File: config.mk
export PLATFORM = sky130hd
export DESIGN_NAME = rgb_alpha_blend_to_yuv420_flat
export DESIGN_NICKNAME = d
export VERILOG_FILES = /design/src/hw/rtl/rab_pkg.sv /design/src/hw/rtl/rab_channels.sv /design/src/hw/rtl/rab_ctrl.sv /design/src/hw/rtl/rab_datapath.sv /design/src/hw/rtl/rgb_alpha_blend_to_yuv420.sv /design/src/flat_wrapper.sv
export VERILOG_INCLUDE_DIRS = /design/src /design/src/hw/rtl
export SDC_FILE = /design/constraint.sdc
export NUM_CORES = 1
export LEC_CHECK = 0
export BUFFER_PORTS_ARGS = -buffer_cell sky130_fd_sc_hd__buf_2
export CAP_MARGIN = 20
export CELL_PAD_IN_SITES_DETAIL_PLACEMENT = 1
export CELL_PAD_IN_SITES_GLOBAL_PLACEMENT = 2
export CORE_ASPECT_RATIO = 0.8
export CORE_MARGIN = 4
export CORE_UTILIZATION = 41
export CTS_CLUSTER_DIAMETER = 30
export DETAILED_ROUTE_END_ITERATION = 16
export PLACE_DENSITY = 0.88
export SYNTH_ARGS = -nofsm -noshare
export SYNTH_HDL_FRONTEND = slang
export SYNTH_HIERARCHICAL = 1
export SYNTH_SLANG_ARGS = --single-unit
File: constraint.sdc
create_clock -name clk -period 8.4 [get_ports clk]
set_input_delay 1.68 -clock clk [delete_from_list [all_inputs] [get_ports clk]]
set_output_delay 1.68 -clock clk [all_outputs]
set_load 0.01 [all_outputs]
File: src/hw/rtl/rgb_alpha_blend_to_yuv420_macros.svh
// Assertion macros shared by the RTL. Each macro checks an implication on
// the rising edge of the given clock and is disabled while reset is high.
`ifndef RGB_ALPHA_BLEND_TO_YUV420_MACROS_SVH
`define RGB_ALPHA_BLEND_TO_YUV420_MACROS_SVH

`ifndef SYNTHESIS
// Consequent holds in the same cycle as the antecedent.
`define RAB_ASSERT_SAME(label, c, r, ante, cons) \
  label: assert property (@(posedge c) disable iff (r) (ante) |-> (cons)) \
    else $error("rab assertion failed: same-cycle implication");
// Consequent holds in the cycle after the antecedent.
`define RAB_ASSERT_NEXT(label, c, r, ante, cons) \
  label: assert property (@(posedge c) disable iff (r) (ante) |=> (cons)) \
    else $error("rab assertion failed: next-cycle implication");
`else
`define RAB_ASSERT_SAME(label, c, r, ante, cons)
`define RAB_ASSERT_NEXT(label, c, r, ante, cons)
`endif

`endif

File: src/hw/rtl/rab_pkg.sv
// ----------------------------------------------------------------------------
// rab_pkg
// Types, register codes and conversion constants of the blend and YUV block.
// ----------------------------------------------------------------------------
`default_nettype none

package rab_pkg;

  localparam int CFG_DATA_W  = 13;
  localparam int CFG_INDEX_W = 2;
  localparam int LINE_W      = 13;

  typedef enum logic [CFG_INDEX_W-1:0] {
    REG_BLEND_ALPHA = 2'd0,
    REG_BLEND_MODE  = 2'd1,
    REG_LINE_WIDTH  = 2'd2
  } rab_reg_t;

  localparam logic [7:0]        ALPHA_RESET = 8'd128;
  localparam logic              MODE_RESET  = 1'b1;
  localparam logic [LINE_W-1:0] WIDTH_RESET = 13'd1920;

  localparam logic MODE_SCALE = 1'b0;
  localparam logic MODE_BLEND = 1'b1;

  // BT.601 studio-range coefficients, scaled by 256.
  localparam logic [7:0] K_Y_R = 8'd66;
  localparam logic [7:0] K_Y_G = 8'd129;
  localparam logic [7:0] K_Y_B = 8'd25;
  localparam logic [7:0] K_U_R = 8'd38;
  localparam logic [7:0] K_U_G = 8'd74;
  localparam logic [7:0] K_U_B = 8'd112;
  localparam logic [7:0] K_V_R = 8'd112;
  localparam logic [7:0] K_V_G = 8'd94;
  localparam logic [7:0] K_V_B = 8'd18;
  localparam logic [7:0] Y_OFFSET = 8'd16;
  localparam logic [7:0] C_OFFSET = 8'd128;

  // Commands from the controller to the datapath.
  typedef struct packed {
    logic capture;
    logic blend;
    logic load;
  } rab_cmd_t;

  // floor(v * k / 256) for unsigned operands.
  function automatic logic [7:0] scale_term(input logic [7:0] v, input logic [7:0] k);
    logic [15:0] p;
    p = 16'(v) * 16'(k);
    return p[15:8];
  endfunction

endpackage

`default_nettype wire

File: src/hw/rtl/rab_channels.sv
// ----------------------------------------------------------------------------
// rab_channels
// Pixel input and YUV output channels with valid/ready handshake.
// ----------------------------------------------------------------------------
`default_nettype none

interface rab_in_if;
  logic       valid;
  logic       ready;
  logic [7:0] first_red;
  logic [7:0] first_green;
  logic [7:0] first_blue;
  logic [7:0] second_red;
  logic [7:0] second_green;
  logic [7:0] second_blue;
  logic       frame_start;

  modport source (
    output valid, first_red, first_green, first_blue,
           second_red, second_green, second_blue, frame_start,
    input  ready
  );
  modport sink (
    input  valid, first_red, first_green, first_blue,
           second_red, second_green, second_blue, frame_start,
    output ready
  );
endinterface

interface rab_out_if;
  logic       valid;
  logic       ready;
  logic [7:0] luma;
  logic       chroma_valid;
  logic [7:0] chroma_blue;
  logic [7:0] chroma_red;

  modport source (
    output valid, luma, chroma_valid, chroma_blue, chroma_red,
    input  ready
  );
  modport sink (
    input  valid, luma, chroma_valid, chroma_blue, chroma_red,
    output ready
  );
endinterface

`default_nettype wire

File: src/hw/rtl/rab_ctrl.sv
// ----------------------------------------------------------------------------
// rab_ctrl
// Sequencer: accept a word, blend it, convert it, hand it to the output.
// ----------------------------------------------------------------------------
`default_nettype none

module rab_ctrl
  import rab_pkg::*;
(
  input  wire logic clk,
  input  wire logic rst,
  input  wire logic in_valid,
  output logic      in_ready,
  output logic      out_valid,
  input  wire logic out_ready,
  output rab_cmd_t  cmd
);

  typedef enum logic [1:0] {
    ST_IDLE,
    ST_BLEND,
    ST_CONV
  } state_t;

  state_t state;
  logic   out_free;

  assign out_free = !out_valid || out_ready;
  assign in_ready = (state == ST_IDLE);

  always_comb begin
    cmd.capture = (state == ST_IDLE) && in_valid;
    cmd.blend   = (state == ST_BLEND);
    cmd.load    = (state == ST_CONV) && out_free;
  end

  always_ff @(posedge clk) begin
    if (rst) begin
      state     <= ST_IDLE;
      out_valid <= 1'b0;
    end else begin
      // A new result takes the output register in the same edge that the
      // previous one leaves it.
      if (cmd.load) begin
        out_valid <= 1'b1;
      end else if (out_valid && out_ready) begin
        out_valid <= 1'b0;
      end
      case (state)
        ST_IDLE: begin
          if (in_valid) begin
            state <= ST_BLEND;
          end
        end
        ST_BLEND: begin
          state <= ST_CONV;
        end
        ST_CONV: begin
          if (out_free) begin
            state <= ST_IDLE;
          end
        end
        default: begin
          state <= ST_IDLE;
        end
      endcase
    end
  end

endmodule

`default_nettype wire

File: src/hw/rtl/rab_datapath.sv
// ----------------------------------------------------------------------------
// rab_datapath
// Configuration registers, position counters, blend and YUV conversion.
// ----------------------------------------------------------------------------
`default_nettype none

module rab_datapath
  import rab_pkg::*;
#(
  parameter int MAX_WIDTH = 4096
) (
  input  wire logic                   clk,
  input  wire logic                   rst,
  input  wire logic                   cfg_we,
  input  wire logic [CFG_INDEX_W-1:0] cfg_index,
  input  wire logic [CFG_DATA_W-1:0]  cfg_data,
  input  wire rab_cmd_t               cmd,
  input  wire logic [7:0]             first_red,
  input  wire logic [7:0]             first_green,
  input  wire logic [7:0]             first_blue,
  input  wire logic [7:0]             second_red,
  input  wire logic [7:0]             second_green,
  input  wire logic [7:0]             second_blue,
  input  wire logic                   frame_start,
  output logic [7:0]                  luma,
  output logic                        chroma_valid,
  output logic [7:0]                  chroma_blue,
  output logic [7:0]                  chroma_red
);

  localparam int CW   = $clog2(MAX_WIDTH);
  localparam int CMPW = (LINE_W > CW + 1) ? LINE_W : CW + 1;
  localparam logic [CMPW-1:0] MAX_W = CMPW'(MAX_WIDTH);

  logic [7:0]        blend_alpha;
  logic              blend_mode;
  logic [LINE_W-1:0] line_width;

  logic [CW-1:0] column_count;
  logic          row_odd;

  logic [7:0] c1 [3];
  logic [7:0] c2 [3];
  logic [7:0] mix [3];
  logic       chroma_hold;

  always_ff @(posedge clk) begin
    if (rst) begin
      blend_alpha <= ALPHA_RESET;
      blend_mode  <= MODE_RESET;
      line_width  <= WIDTH_RESET;
    end else if (cfg_we) begin
      case (cfg_index)
        REG_BLEND_ALPHA: blend_alpha <= cfg_data[7:0];
        REG_BLEND_MODE:  blend_mode  <= cfg_data[0];
        REG_LINE_WIDTH:  line_width  <= cfg_data[LINE_W-1:0];
        default: begin
        end
      endcase
    end
  end

  // Position of the pixel being captured; a frame start forces the origin.
  logic [CW-1:0]   col_cur;
  logic            odd_cur;
  logic [CMPW-1:0] width_eff;
  logic [CMPW-1:0] col_inc;
  logic            row_end;

  always_comb begin
    col_cur   = frame_start ? '0 : column_count;
    odd_cur   = frame_start ? 1'b0 : row_odd;
    width_eff = (CMPW'(line_width) > MAX_W) ? MAX_W : CMPW'(line_width);
    col_inc   = CMPW'(col_cur) + CMPW'(1);
    row_end   = (col_inc >= width_eff);
  end

  always_ff @(posedge clk) begin
    if (rst) begin
      column_count <= '0;
      row_odd      <= 1'b0;
    end else if (cmd.capture) begin
      column_count <= row_end ? '0 : col_inc[CW-1:0];
      row_odd      <= row_end ? !odd_cur : odd_cur;
    end
  end

  always_ff @(posedge clk) begin
    if (cmd.capture) begin
      c1[0]       <= first_red;
      c1[1]       <= first_green;
      c1[2]       <= first_blue;
      c2[0]       <= second_red;
      c2[1]       <= second_green;
      c2[2]       <= second_blue;
      chroma_hold <= !odd_cur && !col_cur[0];
    end
  end

  // Scale mode is the blend with a black second image.
  logic [7:0]         base [3];
  logic signed [8:0]  diff [3];
  logic signed [17:0] prod [3];
  logic signed [17:0] frac [3];

  always_comb begin
    for (int k = 0; k < 3; k++) begin
      base[k] = (blend_mode == MODE_BLEND) ? c2[k] : 8'd0;
      diff[k] = $signed({1'b0, c1[k]}) - $signed({1'b0, base[k]});
      prod[k] = 18'(diff[k]) * $signed({10'd0, blend_alpha});
      frac[k] = prod[k] >>> 8;
    end
  end

  always_ff @(posedge clk) begin
    if (cmd.blend) begin
      for (int k = 0; k < 3; k++) begin
        mix[k] <= base[k] + frac[k][7:0];
      end
    end
  end

  // Results stay inside 0..255 for all 8-bit inputs, so 8-bit sums suffice.
  logic [7:0] y_sum;
  logic [7:0] u_sum;
  logic [7:0] v_sum;

  always_comb begin
    y_sum = scale_term(mix[0], K_Y_R) + scale_term(mix[1], K_Y_G)
          + scale_term(mix[2], K_Y_B) + Y_OFFSET;
    u_sum = C_OFFSET + scale_term(mix[2], K_U_B)
          - scale_term(mix[0], K_U_R) - scale_term(mix[1], K_U_G);
    v_sum = C_OFFSET + scale_term(mix[0], K_V_R)
          - scale_term(mix[1], K_V_G) - scale_term(mix[2], K_V_B);
  end

  always_ff @(posedge clk) begin
    if (cmd.load) begin
      luma         <= y_sum;
      chroma_valid <= chroma_hold;
      chroma_blue  <= chroma_hold ? u_sum : 8'd0;
      chroma_red   <= chroma_hold ? v_sum : 8'd0;
    end
  end

endmodule

`default_nettype wire

File: src/hw/rtl/rgb_alpha_blend_to_yuv420.sv
// ----------------------------------------------------------------------------
// rgb_alpha_blend_to_yuv420
// Alpha blend of two RGB pixels, then BT.601 studio-range YUV with 4:2:0 chroma.
// ----------------------------------------------------------------------------
// Each input word carries one pixel position from two images. The block mixes
// them with the configured alpha (or scales the first image alone), converts
// the result to studio-range Y, U and V, and returns one output word per
// input word in order. Chroma is flagged valid on even rows and even columns;
// elsewhere U and V read as zero. The controller captures a pixel, blends it
// in the three alpha multipliers and then runs the constant-coefficient
// conversion into the output register once that is free; no new pixel is
// taken before that load. The output register holds a finished word, so the
// next pixel is accepted while it waits. There is no clearing pass after
// reset; the block accepts a word in the first cycle after reset is released.
// Configuration must be written only while idle; the block does not check it.
`default_nettype none

`include "rgb_alpha_blend_to_yuv420_macros.svh"

module rgb_alpha_blend_to_yuv420
  import rab_pkg::*;
#(
  parameter int MAX_WIDTH = 4096
) (
  input  wire logic                   clk,
  input  wire logic                   rst,
  input  wire logic                   cfg_we,
  input  wire logic [CFG_INDEX_W-1:0] cfg_index,
  input  wire logic [CFG_DATA_W-1:0]  cfg_data,
  rab_in_if.sink                      pix_in,
  rab_out_if.source                   pix_out
);

  rab_cmd_t cmd;

  // The controller owns the handshake on both channels; the datapath only
  // sees the commands it issues.
  rab_ctrl u_ctrl (
    .clk       (clk),
    .rst       (rst),
    .in_valid  (pix_in.valid),
    .in_ready  (pix_in.ready),
    .out_valid (pix_out.valid),
    .out_ready (pix_out.ready),
    .cmd       (cmd)
  );

  // The datapath keeps the registers, the column and row-parity counters,
  // and the output payload register.
  rab_datapath #(
    .MAX_WIDTH (MAX_WIDTH)
  ) u_datapath (
    .clk          (clk),
    .rst          (rst),
    .cfg_we       (cfg_we),
    .cfg_index    (cfg_index),
    .cfg_data     (cfg_data),
    .cmd          (cmd),
    .first_red    (pix_in.first_red),
    .first_green  (pix_in.first_green),
    .first_blue   (pix_in.first_blue),
    .second_red   (pix_in.second_red),
    .second_green (pix_in.second_green),
    .second_blue  (pix_in.second_blue),
    .frame_start  (pix_in.frame_start),
    .luma         (pix_out.luma),
    .chroma_valid (pix_out.chroma_valid),
    .chroma_blue  (pix_out.chroma_blue),
    .chroma_red   (pix_out.chroma_red)
  );

  // After a word is taken the block is busy with it.
  `RAB_ASSERT_NEXT(a_busy_after_accept, clk, rst, pix_in.valid && pix_in.ready, !pix_in.ready)
  // A result is never loaded over one that is still waiting.
  `RAB_ASSERT_SAME(a_no_overwrite, clk, rst, cmd.load, !pix_out.valid || pix_out.ready)
  // Off the chroma grid, U and V are driven as zero.
  `RAB_ASSERT_SAME(a_chroma_zero, clk, rst, pix_out.valid && !pix_out.chroma_valid, pix_out.chroma_blue == 8'd0 && pix_out.chroma_red == 8'd0)
  // A loaded result is offered in the next cycle.
  `RAB_ASSERT_NEXT(a_load_offers, clk, rst, cmd.load, pix_out.valid)

endmodule

`default_nettype wire

File: src/flat_wrapper.sv
// flat-port wrapper written by rule: the top's interface ports become plain ports
module rgb_alpha_blend_to_yuv420_flat import rab_pkg::*;
#(
  parameter int MAX_WIDTH = 4096
)
  (clk, rst, cfg_we, cfg_index, cfg_data, pix_in_valid, pix_in_first_red, pix_in_first_green, pix_in_first_blue, pix_in_second_red, pix_in_second_green, pix_in_second_blue, pix_in_frame_start, pix_in_ready, pix_out_valid, pix_out_luma, pix_out_chroma_valid, pix_out_chroma_blue, pix_out_chroma_red, pix_out_ready);
  rab_in_if pix_in_i ();
  rab_out_if pix_out_i ();
  input  wire logic clk;
  input  wire logic rst;
  input  wire logic cfg_we;
  input  wire logic [CFG_INDEX_W-1:0] cfg_index;
  input  wire logic [CFG_DATA_W-1:0] cfg_data;
  input wire logic [$bits(pix_in_i.valid)-1:0] pix_in_valid;
  input wire logic [$bits(pix_in_i.first_red)-1:0] pix_in_first_red;
  input wire logic [$bits(pix_in_i.first_green)-1:0] pix_in_first_green;
  input wire logic [$bits(pix_in_i.first_blue)-1:0] pix_in_first_blue;
  input wire logic [$bits(pix_in_i.second_red)-1:0] pix_in_second_red;
  input wire logic [$bits(pix_in_i.second_green)-1:0] pix_in_second_green;
  input wire logic [$bits(pix_in_i.second_blue)-1:0] pix_in_second_blue;
  input wire logic [$bits(pix_in_i.frame_start)-1:0] pix_in_frame_start;
  output wire logic [$bits(pix_in_i.ready)-1:0] pix_in_ready;
  output wire logic [$bits(pix_out_i.valid)-1:0] pix_out_valid;
  output wire logic [$bits(pix_out_i.luma)-1:0] pix_out_luma;
  output wire logic [$bits(pix_out_i.chroma_valid)-1:0] pix_out_chroma_valid;
  output wire logic [$bits(pix_out_i.chroma_blue)-1:0] pix_out_chroma_blue;
  output wire logic [$bits(pix_out_i.chroma_red)-1:0] pix_out_chroma_red;
  input wire logic [$bits(pix_out_i.ready)-1:0] pix_out_ready;
  assign pix_in_i.valid = pix_in_valid;
  assign pix_in_i.first_red = pix_in_first_red;
  assign pix_in_i.first_green = pix_in_first_green;
  assign pix_in_i.first_blue = pix_in_first_blue;
  assign pix_in_i.second_red = pix_in_second_red;
  assign pix_in_i.second_green = pix_in_second_green;
  assign pix_in_i.second_blue = pix_in_second_blue;
  assign pix_in_i.frame_start = pix_in_frame_start;
  assign pix_in_ready = pix_in_i.ready;
  assign pix_out_valid = pix_out_i.valid;
  assign pix_out_luma = pix_out_i.luma;
  assign pix_out_chroma_valid = pix_out_i.chroma_valid;
  assign pix_out_chroma_blue = pix_out_i.chroma_blue;
  assign pix_out_chroma_red = pix_out_i.chroma_red;
  assign pix_out_i.ready = pix_out_ready;
  rgb_alpha_blend_to_yuv420 #(.MAX_WIDTH(MAX_WIDTH)) u_core (.clk(clk), .rst(rst), .cfg_we(cfg_we), .cfg_index(cfg_index), .cfg_data(cfg_data), .pix_in(pix_in_i), .pix_out(pix_out_i));
endmodule
Word-level counts from Yosys, hierarchy flattened

Memory sizes are Yosys's and may differ from the RTL's.
Cells that the tools add are included.

Input bits: 69
Memories: 3
Memory bits (writable): 72
Word-level logic and storage cells: 83
ROM bits: 0
Output and inout bits: 27
Register bits after elaboration: 64
Latch bits: 0

Add/subtract/negate cells: 16
Reduce and logical (&&, ||, !) cells: 15
Equality and inequality tests: 6
Bitwise logic cells: 0
Muxes and demuxes: 17
$mul: 12
$lt $le $gt $ge: 2
Div/mod/pow operators: 0
Shift-type cells: 0

Memories:

| name                  | depth | width | rd ports | clocked after memory_dff | wr ports | RTL line           | source |
|---|---|---|---|---|---|---|---|
| u_core.u_datapath.c1  | 3     | 8     | 3        | 0                        | 3        | rab_datapath.sv:42 | `logic [7:0] c1 [3];` |
| u_core.u_datapath.c2  | 3     | 8     | 3        | 0                        | 3        | rab_datapath.sv:43 | `logic [7:0] c2 [3];` |
| u_core.u_datapath.mix | 3     | 8     | 3        | 0                        | 3        | rab_datapath.sv:44 | `logic [7:0] mix [3];` |

Operator list:

| kind                  | number |
|---|---|
| $mul 9x9->16          | 3 |
| $mul 8x6->14 const B  | 3 |
| $sub 8x8->9           | 3 |
| $mul 8x5->13 const B  | 2 |
| $add 8x8->8           | 3 |
| $mux 12               | 2 |
| $mux 8                | 3 |
| $mul 8x3->11 const B  | 2 |
| $add 8x7->8 const A   | 2 |
| $mul 8x8->16 const B  | 1 |
| $sub 8x7->8           | 2 |
| $add 12x1->13 const B | 1 |
| $ge 13x13->1          | 1 |
| $gt 13x13->1 const B  | 1 |
| $mux 13               | 1 |
| $mul 8x4->12 const B  | 1 |
| $add 7x8->8           | 1 |
| $add 8x5->8           | 1 |
| $add 8x5->8 const B   | 1 |
| $mux 1                | 8 |
| $reduce_and 2->1      | 4 |
| $sub 8x5->8           | 1 |
| $sub 8x6->8           | 1 |
| $pmux 2 s3            | 1 |
| 9 further kinds       | 19 |

Depth between registers and ports, before layout

An unclocked memory read counts as a cell.

Word-level depth: 5
Mapped depth: 34

Hierarchy

Netlist, hierarchy kept.

By module, submodules not included:

| module       | cells an instance | times used | area each (µm²) |
|---|---|---|---|
| rab_datapath | 1,988             | 1          | 18,979.5 |
| rab_ctrl     | 13                | 1          | 138.9 |

Worst setup path before layout

Ideal clock, no wire load.

Kind: register to register
Start point: reg u_core.u_datapath.blend_mode
End point: mem u_core.u_datapath.mix[1][7], in the netlist u_core/u_datapath/mix[0][15] (data pin)
Setup slack: 1.227 ns
Arrival: 6.908 ns
Cell stages (with the launch flop): 33
Setup time: 0.265 ns
Path through: dfxtp_1 > clkbuf_1 > clkbuf_1 > nand2_1 > ha_1 > nor2b_1 > o21ai_0 > a21boi_0 > o21ai_0 > nand2_1 > xor2_1 > nand2_1 > fa_1 > inv_1 > fa_1 > inv_1 > fa_1 > fa_1 > inv_1 > ha_1 > o21a_1 > o21ai_0 > nor2b_1 > nor2_1 > xnor2_1 > ha_1 > a21o_1 > a21oi_1 > nor2b_1 > o21a_1 > o41ai_1 > xnor2_1 > xor2_1

RTL lines:

| element                  | RTL line           | source |
|---|---|---|
| start: declaration       | rab_datapath.sv:36 | `logic blend_mode;` |
| start signal: assignment | rab_datapath.sv:55 | `REG_BLEND_MODE: blend_mode <= cfg_data[0];` |
| end: declaration         | rab_datapath.sv:44 |  |

==> flow_summary_export.csv <==
group,metric,value,unit
detailed_routing,routed_wl,48100,microns
cts,cts_buffer_depth,2,
logic_synthesis,synth_commonest_cells,"inv_1, ha_1, fa_1",
floorplanning,fp.coreArea,0.0459,sq mm
final_layout,fin_nets,2693,
final_layout,fin_cells,2718,
cts,clk_pin_slew,70,ps
cts,clkSinkCount,136,
cts,cts_root_buffer,"clkbuf_16",
placement,dp_cells,2685,
worst_setup_path,worstSetupPathType,"flip-flop to flip-flop",
worst_setup_path,cp_common_cell,"fa_1",
worst_setup_path,r2r_setup_slack,640,ps
logic_synthesis,synth_cells,2001,
logic_synthesis,syn_area_per_cell,9.55,sq um
worst_setup_path,reg2reg_to,"u_core/u_datapath/mix[0][23]",
timing,tightestPinTransition,1060,ps
global_routing,grt_pass1_wl,80300,microns
placement,gp_congestion,0.826,
cts,htree_levels,4,
timing,maxSlewViolCount,0,
logic_synthesis,ys_top_cells_by_area,"fa_1, ha_1, edfxtp_1",
detailed_routing,dr.pass1.iters,4,
global_routing,grt_pass1_vias,15500,
detailed_routing,drt_iter0_drc,606,
timing,post-route-min-period,7760,ps
detailed_routing,top_layer,"met4",
timing,skew,9.36,ps
run,maxCapViolCount,0,
logic_synthesis,synth_most_common_cell,"inv_1",
logic_synthesis,yosysWarnings,6,
min_path,hp-start,"u_core/u_datapath/line_width[11]",
min_path,worstHoldPathType,"flip-flop to flip-flop",
final_layout,stdcell_area,0.0210,sq mm
worst_setup_path,timing.rr.start,"u_core/u_datapath/blend_mode",
timing,hold_violations,0,
global_routing,grt_max_degree,65,
placement,dp_hpwl,39500,microns
timing,maxSlewHeadroom,0.295,
cts,hold_buffers,0,
floorplanning,dieWidth,249,microns
logic_synthesis,ys_dominant_reg_cell,"edfxtp_1",
timing,hold-worst-slack,463,ps
logic_synthesis,synth_edf_count,98,
final_layout,drive_gt1_frac,0.0774,
worst_setup_path,crit_family,"adder cells",
floorplanning,row_count,70,
cts,clock_latency,470,ps
detailed_routing,ant_nets,0,
global_routing,overflow,0,
worst_setup_path,critPathRequiredTime,8610,ps
logic_synthesis,synth_top_cell_by_area,"fa_1",
worst_setup_path,path_buf_inv,4,
min_path,min_delay_path_depth,2,
placement,dpl_cell_area,0.0204,sq mm
detailed_routing,vias,13700,
global_routing,antenna_found_initial,0,
timing,rsz0062_at_grt,"no",
floorplanning,ios,96,
worst_setup_path,critPathMaxFanout,17,
timing,fmax,0.129,GHz
worst_setup_path,reg2reg_depth,30,
global_routing,grt_usage,0.198,
cts,ctsResizeCount,0,
final_layout,diodes,0,
timing,setup_tns,0,ps
detailed_routing,wl_met3,1030,microns
final_layout,area_growth,9.81,%
logic_synthesis,async_flop_share,0,
timing,post-route-period-util,0.924,
detailed_routing,wl_met1,22600,microns
worst_setup_path,slowest_delay,540,ps
placement,port_buffers,95,
detailed_routing,drc_errors,0,
logic_synthesis,synth_nets,2601,
detailed_routing,avgRoutedWirePerCell,17.7,microns
detailed_routing,dr_wl_met2,23700,microns
floorplanning,die_h,201,microns
detailed_routing,viasPerCell,5.05,
logic_synthesis,yosysSeqAreaShare,0.194,
logic_synthesis,synth_top_area_frac,0.237,
cts,cts_made_buffers,17,
cts,post_cts_buffers,0,
min_path,hold_end,"u_core/u_datapath/line_width[11]",
worst_setup_path,worst_setup_path_end_kind,"flip-flop",
cts,tritoncts,"yes",
logic_synthesis,ys_ff_latch,136,
floorplanning,start_util,0.417,
outcome,status,"finished, final reports clean",
floorplanning,fp.dieArea,0.0502,sq mm
worst_setup_path,critical_path_arrival,7970,ps
logic_synthesis,yosysUniqueCellTypes,59,
timing,setup_violations,0,
logic_synthesis,syn-cell-area,0.0191,sq mm
worst_setup_path,start_kind,"flip-flop",
worst_setup_path,cpMaxStageDelayCell,"fa_1",
cells by family (layout without fill, tap and decap cells):
family	count (synthesis)	count (layout)	synth area share
adder cells (fa/ha/maj)	531	531	0.436
multiplexers	9	9	0.00471
flip-flops	136	136	0.194
buffers and inverters	443	548	0.0874
XOR/XNOR	147	147	0.0673
AO/OA/AOI/OAI	215	215	0.0720
AND/OR/NAND/NOR	520	520	0.139
stage by stage:
step | setup slack, ps | utilization
3_5_place_dp | 494 | 0.443
3_3_place_gp | 895 | 0.443
2_1_floorplan | 1230 | -
5_1_grt | 74.5 | 0.457
4_1_cts | 438 | 0.457
6_report | 637 | 0.457
layout by cell type, fill, tap and decap left out, types with 40 or more instances in the layout:
cell      synthesis  routed
xor2_1           45      45
nand2_1         192     192
ha_1            305     305
fa_1            226     226
a21oi_1          67      67
inv_1           399     399
edfxtp_1         98      98
xnor2_1         102     102
nor2_1           51      51
o21ai_0          41      40
nor2b_1          56      55
and2_1           84      84
buf_2             1      95
registers in the layout (all words and copies together) (netlist names):
| register | cells |
|---|---|
| u_core/u_datapath/chroma_valid | 1 |
| u_core/u_datapath/chroma_hold | 1 |
| u_core/u_datapath/chroma_blue | 8 |
| u_core/u_datapath/blend_alpha | 8 |
| u_core/u_ctrl/out_valid | 1 |
| u_core/u_datapath/c1 | 24 |
| u_core/u_ctrl/state | 2 |
| u_core/u_datapath/column_count | 12 |
| u_core/u_datapath/line_width | 13 |
| u_core/u_datapath/mix | 24 |
| u_core/u_datapath/luma | 8 |
| u_core/u_datapath/chroma_red | 8 |
| u_core/u_datapath/row_odd | 1 |
| u_core/u_datapath/blend_mode | 1 |
| u_core/u_datapath/c2 | 24 |
layout make-up:
class	count	area, sq um
Tap cell	612	766
Clock buffer	20	500
Inverter	399	1500
Clock inverter	12	126
Fill cell	5297	24900
Timing Repair Buffer	117	641
Sequential cell	136	3700
Multi-Input combinational cell	1422	13800
worst min-delay path, cell delays in order (launching register included):
cell and delay (ps):
dfxtp_1 310, nand2_1 50, a21oi_1 50
per-layer routing:
metal	vias to the layer above	track usage
met5	-	0
met3	43	0.0257
met1	6951	0.263
li1	6584	-
met2	142	0.348
met4	0	0.0454
worst max path at each step:
stage                                 startpoint                           end  slack [ps]  depth (start not counted)
global route        u_core/u_datapath/blend_mode  u_core/u_datapath/mix[0][15]          70                         32
floorplan           u_core/u_datapath/blend_mode  u_core/u_datapath/mix[0][15]        1230                         32
finish              u_core/u_datapath/blend_mode  u_core/u_datapath/mix[0][23]         640                         30
global placement    u_core/u_datapath/blend_mode  u_core/u_datapath/mix[0][15]         890                         31
detailed placement  u_core/u_datapath/blend_mode  u_core/u_datapath/mix[0][15]         490                         31
CTS                 u_core/u_datapath/blend_mode  u_core/u_datapath/mix[0][15]         440                         31
Power is left out: the tool's default activity adds up to more than one toggle a clock period on the data nets, which glitch-free logic cannot reach.
